File: src/hdl/assert_macros.svh
// ----------------------------------------------------------------------------
// assert_macros.svh
// assertion helpers for the multi stack shared pool; empty under synthesis
// ----------------------------------------------------------------------------
`ifndef ASSERT_MACROS_SVH
`define ASSERT_MACROS_SVH

`ifndef SYNTHESIS

// clocked property, disabled while reset is held
`define MSP_ASSERT(lbl, clk, rst_n, prop) \
  lbl: assert property (@(posedge clk) disable iff (!rst_n) prop) \
    else $error("%m: assertion failed");

// clocked property that also holds during reset
`define MSP_ASSERT_ALWAYS(lbl, clk, prop) \
  lbl: assert property (@(posedge clk) prop) \
    else $error("%m: assertion failed");

`else

`define MSP_ASSERT(lbl, clk, rst_n, prop)
`define MSP_ASSERT_ALWAYS(lbl, clk, prop)

`endif

`endif

File: src/hdl/msp_pkg.sv
// ----------------------------------------------------------------------------
// msp_pkg
// shared constants, types and helpers of the multi stack shared pool
// ----------------------------------------------------------------------------
`default_nettype none

package msp_pkg;

  localparam int NUM_SLOTS  = 16;
  localparam int NUM_STACKS = 4;

  localparam int SLOT_IW  = (NUM_SLOTS > 1) ? $clog2(NUM_SLOTS) : 1;
  localparam int STK_IW   = (NUM_STACKS > 1) ? $clog2(NUM_STACKS) : 1;
  localparam int SEL_W    = 2;
  localparam int DATA_W   = 32;
  localparam int STATUS_W = 2;

  localparam logic [STATUS_W-1:0] ST_DONE      = 2'd0;
  localparam logic [STATUS_W-1:0] ST_OVERFLOW  = 2'd1;
  localparam logic [STATUS_W-1:0] ST_UNDERFLOW = 2'd2;

  localparam logic [DATA_W-1:0] MOST_NEG = {1'b1, {(DATA_W-1){1'b0}}};

  localparam logic CMD_PUSH = 1'b0;
  localparam logic CMD_POP  = 1'b1;

  typedef enum logic {
    MSP_IDLE,
    MSP_EXEC
  } msp_state_t;

  // slot pointer, a cleared valid bit is null
  typedef struct packed {
    logic               valid;
    logic [SLOT_IW-1:0] idx;
  } slot_ptr_t;

  function automatic logic ptr_live(input slot_ptr_t p);
    return p.valid && (32'(p.idx) < NUM_SLOTS);
  endfunction

  // power-on link of slot i: next slot, null for the last one
  function automatic slot_ptr_t link_reset(input logic [SLOT_IW-1:0] i);
    slot_ptr_t r;
    r.valid = (32'(i) + 32'd1) < NUM_SLOTS;
    r.idx   = SLOT_IW'(32'(i) + 32'd1);
    return r;
  endfunction

  function automatic logic sel_ok(input logic [SEL_W-1:0] s);
    return 32'(s) < NUM_STACKS;
  endfunction

endpackage

`default_nettype wire

File: src/hdl/msp_in_if.sv
// ----------------------------------------------------------------------------
// msp_in_if
// command channel: push or pop on one stack
// ----------------------------------------------------------------------------
`default_nettype none

interface msp_in_if;
  logic                                valid;
  logic                                ready;
  logic                                command;
  logic [msp_pkg::SEL_W-1:0]           stack_select;
  logic signed [msp_pkg::DATA_W-1:0]   push_value;

  modport source (output valid, output command, output stack_select,
                  output push_value, input ready);
  modport sink   (input valid, input command, input stack_select,
                  input push_value, output ready);
endinterface

`default_nettype wire

File: src/hdl/msp_out_if.sv
// ----------------------------------------------------------------------------
// msp_out_if
// result channel: status, popped word and flags
// ----------------------------------------------------------------------------
`default_nettype none

interface msp_out_if;
  logic                                valid;
  logic                                ready;
  logic [msp_pkg::STATUS_W-1:0]        status;
  logic signed [msp_pkg::DATA_W-1:0]   pop_value;
  logic                                pool_full;
  logic                                stack_empty;

  modport source (output valid, output status, output pop_value,
                  output pool_full, output stack_empty, input ready);
  modport sink   (input valid, input status, input pop_value,
                  input pool_full, input stack_empty, output ready);
endinterface

`default_nettype wire

File: src/hdl/multi_stack_shared_pool.sv
// ----------------------------------------------------------------------------
// multi_stack_shared_pool
// several lifo stacks linked through one shared pool of slots
// ----------------------------------------------------------------------------
// usage:
//   in_ch carries one command per transfer: push push_value onto stack
//   stack_select, or pop that stack. out_ch gives exactly one result per
//   command: status (done, overflow, underflow), the popped word, and the
//   pool-full and stack-empty flags after the step.
//   in the accept cycle of a command the slot pointer is issued to the link
//   and data memories; then, in the execute state, their registered read
//   data is used to relink and the result is loaded into the output register.
//   the slot memories are read through registers, so a new command is taken
//   only after the previous one has left the execute state; out valid rises
//   with the commit that ends the execute state.
//   a command can be taken while the previous result still waits in the
//   output register; if that result is still stalled when the next command
//   completes, the block holds in its execute state until out_ch transfers.
//   reset (synchronous, active low) empties all stacks and chains every slot
//   into the free list in order; no clearing pass is needed, links that
//   were never written read as their power-on value through valid bits.
// ----------------------------------------------------------------------------
`default_nettype none

`include "assert_macros.svh"

module multi_stack_shared_pool (
  input  wire        clk,
  input  wire        rst_n,
  msp_in_if.sink     in_ch,
  msp_out_if.source  out_ch
);

  // control state
  msp_pkg::msp_state_t state_r, state_nxt;
  msp_pkg::slot_ptr_t  top_r [msp_pkg::NUM_STACKS];
  msp_pkg::slot_ptr_t  free_head_r;
  logic                link_written_r [msp_pkg::NUM_SLOTS];

  // slot memories
  msp_pkg::slot_ptr_t               link_mem [msp_pkg::NUM_SLOTS];
  logic signed [msp_pkg::DATA_W-1:0] data_mem [msp_pkg::NUM_SLOTS];

  // registered command
  logic                              cmd_r;
  logic [msp_pkg::SEL_W-1:0]         sel_r;
  logic signed [msp_pkg::DATA_W-1:0] val_r;

  // registered memory reads
  logic [msp_pkg::SLOT_IW-1:0]       rd_addr_r;
  msp_pkg::slot_ptr_t                link_q_r;
  logic                              link_wr_q_r;
  logic signed [msp_pkg::DATA_W-1:0] data_q_r;

  // output register
  logic                              out_valid_r;
  logic [msp_pkg::STATUS_W-1:0]      out_status_r;
  logic signed [msp_pkg::DATA_W-1:0] out_pop_value_r;
  logic                              out_pool_full_r;
  logic                              out_stack_empty_r;

  logic                         accept;
  logic                         commit;
  logic [msp_pkg::STK_IW-1:0]   in_stk;
  logic [msp_pkg::STK_IW-1:0]   stk;
  logic [msp_pkg::SLOT_IW-1:0]  rd_addr;
  msp_pkg::slot_ptr_t           link_rd;
  msp_pkg::slot_ptr_t           cur_top;
  logic                         cur_sel_ok;
  logic                         op_ok;

  // fsm: idle takes a command, exec commits once the output register is free
  always_comb begin
    state_nxt   = state_r;
    in_ch.ready = 1'b0;
    commit      = 1'b0;
    case (state_r)
      msp_pkg::MSP_IDLE: begin
        in_ch.ready = 1'b1;
        if (in_ch.valid) begin
          state_nxt = msp_pkg::MSP_EXEC;
        end
      end
      msp_pkg::MSP_EXEC: begin
        if (!out_valid_r || out_ch.ready) begin
          commit    = 1'b1;
          state_nxt = msp_pkg::MSP_IDLE;
        end
      end
      default: begin
        state_nxt = msp_pkg::MSP_IDLE;
      end
    endcase
  end

  assign accept = in_ch.valid && in_ch.ready;

  // read address: free head for a push, the addressed top for a pop
  assign in_stk  = msp_pkg::STK_IW'(in_ch.stack_select);
  assign rd_addr = (in_ch.command == msp_pkg::CMD_POP) ? top_r[in_stk].idx
                                                       : free_head_r.idx;

  // exec-side view; reads and writes never share a cycle, so no forwarding
  assign stk        = msp_pkg::STK_IW'(sel_r);
  assign cur_sel_ok = msp_pkg::sel_ok(sel_r);
  assign cur_top    = top_r[stk];
  assign link_rd    = link_wr_q_r ? link_q_r : msp_pkg::link_reset(rd_addr_r);
  assign op_ok      = cur_sel_ok && ((cmd_r == msp_pkg::CMD_POP)
                                     ? msp_pkg::ptr_live(cur_top)
                                     : msp_pkg::ptr_live(free_head_r));

  always_ff @(posedge clk) begin
    if (!rst_n) begin
      state_r <= msp_pkg::MSP_IDLE;
    end else begin
      state_r <= state_nxt;
    end
  end

  // command capture and registered memory read
  always_ff @(posedge clk) begin
    if (accept) begin
      cmd_r       <= in_ch.command;
      sel_r       <= in_ch.stack_select;
      val_r       <= in_ch.push_value;
      rd_addr_r   <= rd_addr;
      link_q_r    <= link_mem[rd_addr];
      data_q_r    <= data_mem[rd_addr];
      link_wr_q_r <= link_written_r[rd_addr];
    end
  end

  // memory write back
  always_ff @(posedge clk) begin
    if (commit && op_ok) begin
      if (cmd_r == msp_pkg::CMD_POP) begin
        link_mem[rd_addr_r] <= free_head_r;
      end else begin
        link_mem[rd_addr_r] <= cur_top;
        data_mem[rd_addr_r] <= val_r;
      end
    end
  end

  // pointers and link valid bits
  always_ff @(posedge clk) begin
    if (!rst_n) begin
      for (int i = 0; i < msp_pkg::NUM_STACKS; i++) begin
        top_r[i] <= '0;
      end
      for (int i = 0; i < msp_pkg::NUM_SLOTS; i++) begin
        link_written_r[i] <= 1'b0;
      end
      free_head_r <= '{valid: 1'b1, idx: '0};
    end else if (commit && op_ok) begin
      link_written_r[rd_addr_r] <= 1'b1;
      if (cmd_r == msp_pkg::CMD_POP) begin
        top_r[stk]  <= link_rd;
        free_head_r <= '{valid: 1'b1, idx: rd_addr_r};
      end else begin
        top_r[stk]  <= '{valid: 1'b1, idx: rd_addr_r};
        free_head_r <= link_rd;
      end
    end
  end

  // output register
  always_ff @(posedge clk) begin
    if (!rst_n) begin
      out_valid_r <= 1'b0;
    end else if (commit) begin
      out_valid_r <= 1'b1;
    end else if (out_ch.ready) begin
      out_valid_r <= 1'b0;
    end
  end

  always_ff @(posedge clk) begin
    if (commit) begin
      if (op_ok && cmd_r == msp_pkg::CMD_POP) begin
        out_status_r      <= msp_pkg::ST_DONE;
        out_pop_value_r   <= data_q_r;
        out_pool_full_r   <= 1'b0;
        out_stack_empty_r <= !msp_pkg::ptr_live(link_rd);
      end else if (op_ok) begin
        out_status_r      <= msp_pkg::ST_DONE;
        out_pop_value_r   <= '0;
        out_pool_full_r   <= !msp_pkg::ptr_live(link_rd);
        out_stack_empty_r <= 1'b0;
      end else begin
        out_status_r      <= (cmd_r == msp_pkg::CMD_POP) ? msp_pkg::ST_UNDERFLOW
                                                         : msp_pkg::ST_OVERFLOW;
        out_pop_value_r   <= (cmd_r == msp_pkg::CMD_POP) ? msp_pkg::MOST_NEG : '0;
        out_pool_full_r   <= !msp_pkg::ptr_live(free_head_r);
        out_stack_empty_r <= !cur_sel_ok || !msp_pkg::ptr_live(cur_top);
      end
    end
  end

  assign out_ch.valid       = out_valid_r;
  assign out_ch.status      = out_status_r;
  assign out_ch.pop_value   = out_pop_value_r;
  assign out_ch.pool_full   = out_pool_full_r;
  assign out_ch.stack_empty = out_stack_empty_r;

  // assertions

  // a commit always leaves a result in the output register
  `MSP_ASSERT(a_commit_fills_out, clk, rst_n, commit |=> out_valid_r)

  // exec never lingers once the output register can take the result
  `MSP_ASSERT(a_exec_no_stall, clk, rst_n,
    (state_r == msp_pkg::MSP_EXEC && (!out_valid_r || out_ch.ready)) |=>
      (state_r == msp_pkg::MSP_IDLE))

  // a slot is never both the free head and the top of the stack just used
  `MSP_ASSERT(a_free_not_top, clk, rst_n,
    (commit && op_ok) |=> !(free_head_r.valid && top_r[stk].valid &&
                            free_head_r.idx == top_r[stk].idx))

  // a successful pop frees a slot, so the pool cannot report full
  `MSP_ASSERT(a_pop_not_full, clk, rst_n,
    (commit && op_ok && cmd_r == msp_pkg::CMD_POP) |=> !out_pool_full_r)

  // no command is taken while one is in execution
  `MSP_ASSERT_ALWAYS(a_single_item, clk,
    (state_r == msp_pkg::MSP_EXEC) |-> !accept)

endmodule

`default_nettype wire
File: src/flat_wrapper.sv
// flat-port wrapper written by rule: the top's interface ports become plain ports
module multi_stack_shared_pool_flat 
  (clk, rst_n, in_ch_valid, in_ch_command, in_ch_stack_select, in_ch_push_value, in_ch_ready, out_ch_valid, out_ch_status, out_ch_pop_value, out_ch_pool_full, out_ch_stack_empty, out_ch_ready);
  msp_in_if in_ch_i ();
  msp_out_if out_ch_i ();
  input  wire clk;
  input  wire rst_n;
  input wire logic [$bits(in_ch_i.valid)-1:0] in_ch_valid;
  input wire logic [$bits(in_ch_i.command)-1:0] in_ch_command;
  input wire logic [$bits(in_ch_i.stack_select)-1:0] in_ch_stack_select;
  input wire logic [$bits(in_ch_i.push_value)-1:0] in_ch_push_value;
  output wire logic [$bits(in_ch_i.ready)-1:0] in_ch_ready;
  output wire logic [$bits(out_ch_i.valid)-1:0] out_ch_valid;
  output wire logic [$bits(out_ch_i.status)-1:0] out_ch_status;
  output wire logic [$bits(out_ch_i.pop_value)-1:0] out_ch_pop_value;
  output wire logic [$bits(out_ch_i.pool_full)-1:0] out_ch_pool_full;
  output wire logic [$bits(out_ch_i.stack_empty)-1:0] out_ch_stack_empty;
  input wire logic [$bits(out_ch_i.ready)-1:0] out_ch_ready;
  assign in_ch_i.valid = in_ch_valid;
  assign in_ch_i.command = in_ch_command;
  assign in_ch_i.stack_select = in_ch_stack_select;
  assign in_ch_i.push_value = in_ch_push_value;
  assign in_ch_ready = in_ch_i.ready;
  assign out_ch_valid = out_ch_i.valid;
  assign out_ch_status = out_ch_i.status;
  assign out_ch_pop_value = out_ch_i.pop_value;
  assign out_ch_pool_full = out_ch_i.pool_full;
  assign out_ch_stack_empty = out_ch_i.stack_empty;
  assign out_ch_i.ready = out_ch_ready;
  multi_stack_shared_pool u_core (.clk(clk), .rst_n(rst_n), .in_ch(in_ch_i), .out_ch(out_ch_i));
endmodule
File: config.mk
export PLATFORM = sky130hd
export DESIGN_NAME = multi_stack_shared_pool_flat
export DESIGN_NICKNAME = d
export VERILOG_FILES = /design/src/hdl/msp_pkg.sv /design/src/hdl/msp_in_if.sv /design/src/hdl/msp_out_if.sv /design/src/hdl/multi_stack_shared_pool.sv /design/src/flat_wrapper.sv
export VERILOG_INCLUDE_DIRS = /design/src /design/src/hdl
export SDC_FILE = /design/constraint.sdc
export NUM_CORES = 1
export LEC_CHECK = 0
export BUFFER_PORTS_ARGS = -buffer_cell sky130_fd_sc_hd__buf_2
export CELL_PAD_IN_SITES_DETAIL_PLACEMENT = 1
export CELL_PAD_IN_SITES_GLOBAL_PLACEMENT = 1
export CORE_UTILIZATION = 55
export DETAILED_ROUTE_END_ITERATION = 10
export PLACE_DENSITY_LB_ADDON = 0.1
export SYNTH_ARGS = -nofsm -noshare
export SYNTH_HDL_FRONTEND = slang
export SYNTH_SLANG_ARGS = --single-unit
File: constraint.sdc
create_clock -name clk -period 7.3 [get_ports clk]
set_input_delay 0.73 -clock clk [delete_from_list [all_inputs] [get_ports clk]]
set_output_delay 0.73 -clock clk [all_outputs]
set_load 0.03 [all_outputs]
==> impl_metrics.toml <==
[outcome]
status = "completed"

[setup_path]
cp_max_fo = 37
critPathArrivalTime_ns = 4.07
cp_cell_sequence = "mux4_2, and2_1, o21a_1, nand2_1, or3_1, nand2_1"
cp-start-kind = "flip-flop"
path_common_cell = "nand2_1"
reg2reg_depth = 6
path_delay_family = "simple AND/OR/NAND/NOR gates"
crit_path_end_kind = "flip-flop"
critPathSlowestCell = "mux4_2"
crit_type = "flip-flop to flip-flop"
worstSetupPathDepth = 6
critPathBufInv = 0
required_ns = 7.59
critPathMaxStageDelay_ns = 1.07

[layout]
drive_above_1_share_pct = 13.04
final_cells = 2666
fin_area_mm2 = 0.03240
diodes = 0
postLayoutCoreUtil_pct = 62.78
syn_to_final_growth_pct = 12.22
nets = 1967
final_cell_mix = "edfxtp_1, nand2_1, a21oi_1"
layout_commonest_cell = "edfxtp_1"

[placed_design]
dp.cells = 2525
place_ws_ns = 3.087
place_area_mm2 = 0.02997
port_buffers = 76
hpwl_um = 38390
gp_congestion = 0.7922

[sta]
setup_ws_ns = 3.519
worstMarginPinSlew_ns = 1.219
relSlewSlack_pct = 18.75
whs_ns = 0.2736
drv_slew = 0
setup-tns-final_ns = 0
rsz0062_at_grt = "no"
finClkSkew_ns = 0.03122
setup_viol = 0
fmax_mhz = 264.5
timing.final.crit_share_pct = 51.80
hold_viol = 0
fin_crit_ns = 3.781

[route]
wirelength_um = 74840
drt_iter0_markers = 1674
viasPerCell = 6.331
drc_errors = 0
vias = 16880
first_pass_iters = 7
routedWlPerCell_um = 28.07
antenna_left = 0

[power]
p_leak_nw = 10.68
vdd_drop_max_mv = 0.2171
p_total_mw = 9.399
p_per_area_mw_per_mm2 = 290.1

[logic_synthesis]
synth_top_family_by_area = "compound AO/OA/AOI/OAI gates"
synthArstFlopShare_pct = 0
yosys.area_share.simple_pct = 7.241
seq_area_frac_synth_pct = 77.13
netlist_instances = 1868
ys_ff_latch = 750
syn_area_per_cell_um2 = 15.46
netlist_area_mm2 = 0.02888
synth_area_leaders = "edfxtp_1, nand2_1, mux2i_1, a21oi_1, a32o_1"
synth_ff_type = "edfxtp_1"
ys_types = 39
yosysTopAreaCell = "edfxtp_1"
yosys.area_share.adder_pct = 0.1733
synth-edff-count = 725
yosysWarningCount = 0
syn_nets = 1911
synth_top_area_share_pct = 75.40
synthXorXnorAreaFrac_pct = 0.03033
synth_mux_area_share_pct = 3.783
synth_compound_area_share_pct = 9.390

[clock_network]
clock-sinks = 750
cts-buffers-inserted = 77
htree_levels = 3
ctsHoldBuffers = 0
cts_resized = 0
clockBufferDepth = 3
ctsRootBufferMaster = "clkbuf_16"
tritoncts = "yes"
clock_latency_ns = 0.63
cts_setup_buffers = 0
cts.clk_slew.worst_paths_ns = 0.06

[global_route]
track_usage_pct = 28.38
grt_pass1_vias = 17660
grt_first_pass_wirelength_um = 110900
grt-ovfl-total = 0
antenna_found_initial = 1
grt_max_degree = 217

[die]
start_util_pct = 55.95
boundaryPins = 77
dieArea_mm2 = 0.05342
core_mm2 = 0.05161
die_x_um = 231.1
rows = 83
die_h_um = 231.1

[flow_run]
drv_cap = 0

[min_path]
hold_path_depth = 1
hold_class = "input pin to flip-flop"
final timing paths:
| path | start | slack [ns] | end |
|---|---|---|---|
| hold reg to reg | u_core.link_written_r[0] | 0.47 | u_core.link_written_r[0] |
| setup reg to reg | flip-flop | 3.52 | u_core.top_r[0][3] |
| hold / removal | in_ch_push_value[19] | 0.27 | u_core.val_r[19] |
| setup / recovery | flip-flop | 3.52 | u_core.top_r[0][3] |
worst reg2reg max path, stage by stage, from the launching register on:
cell and delay [ns]:
dfxtp_1 0.52, mux4_2 1.07, and2_1 0.28, o21a_1 0.56, nand2_1 0.30, or3_1 0.48
nand2_1 0.25
cell families (layout without fill, tap and decap cells):
| group | Yosys count | count (layout) |
|---|---|---|
| and+or+nand+nor | 494 | 494 |
| DFF | 750 | 750 |
| AOI/OAI and AO/OA | 383 | 383 |
| buffers and inverters | 139 | 257 |
| adders and majority gates | 4 | 4 |
| xor gates and xnor gates | 1 | 1 |
| muxes | 97 | 97 |
layer usage:
layer | track usage (%) | share of wire, % | up-vias
met5 | 0 | 0 | -
met4 | 8.671 | 2.5 | 0
met3 | 4.269 | 5.3 | 136
met2 | 47.85 | 50 | 543
met1 | 38.31 | 42 | 8852
li1 | - | - | 7348
cell type report:
class                      count  area [µm²]
sequential                   750       22270
fill                        4565       19210
multi-input combinational    979        6167
clock buffer                 105        2187
tap                          680       850.8
timing repair buffer         107       638.1
clock inverter                36       247.7
inverter                       9       41.29
synthesized netlist by cell type, types with 7 or more instances:
master / count
inv_1: 8
nor2b_1: 7
nor2_1: 60
or3_1: 39
o22ai_1: 42
clkbuf_1: 63
o21a_1: 19
a32o_1: 76
and3_1: 31
mux2_2: 7
buf_2: 49
mux2i_1: 81
dfxtp_1: 25
nand2_1: 342
a21oi_1: 154
mux4_2: 9
edfxtp_1: 725
a221oi_1: 76
sequential cells by signal, summed over array words and instances (netlist names), 5 cells and up, named ones only:
name	count
u_core.val_r	32
u_core.out_ch.pop_value	32
u_core.link_written_r	16
u_core.data_mem	512
u_core.top_r	20
u_core.data_q_r	32
u_core.link_mem	80
u_core.link_q_r	5
u_core.free_head_r	5
where the power goes:
group          switching (mW)  internal, mW  total, mW
registers              0.0805          4.84       4.92
logic                   0.463         0.211      0.674
clock network            1.63          2.17       3.80
Power figures use the tool's default switching activity.
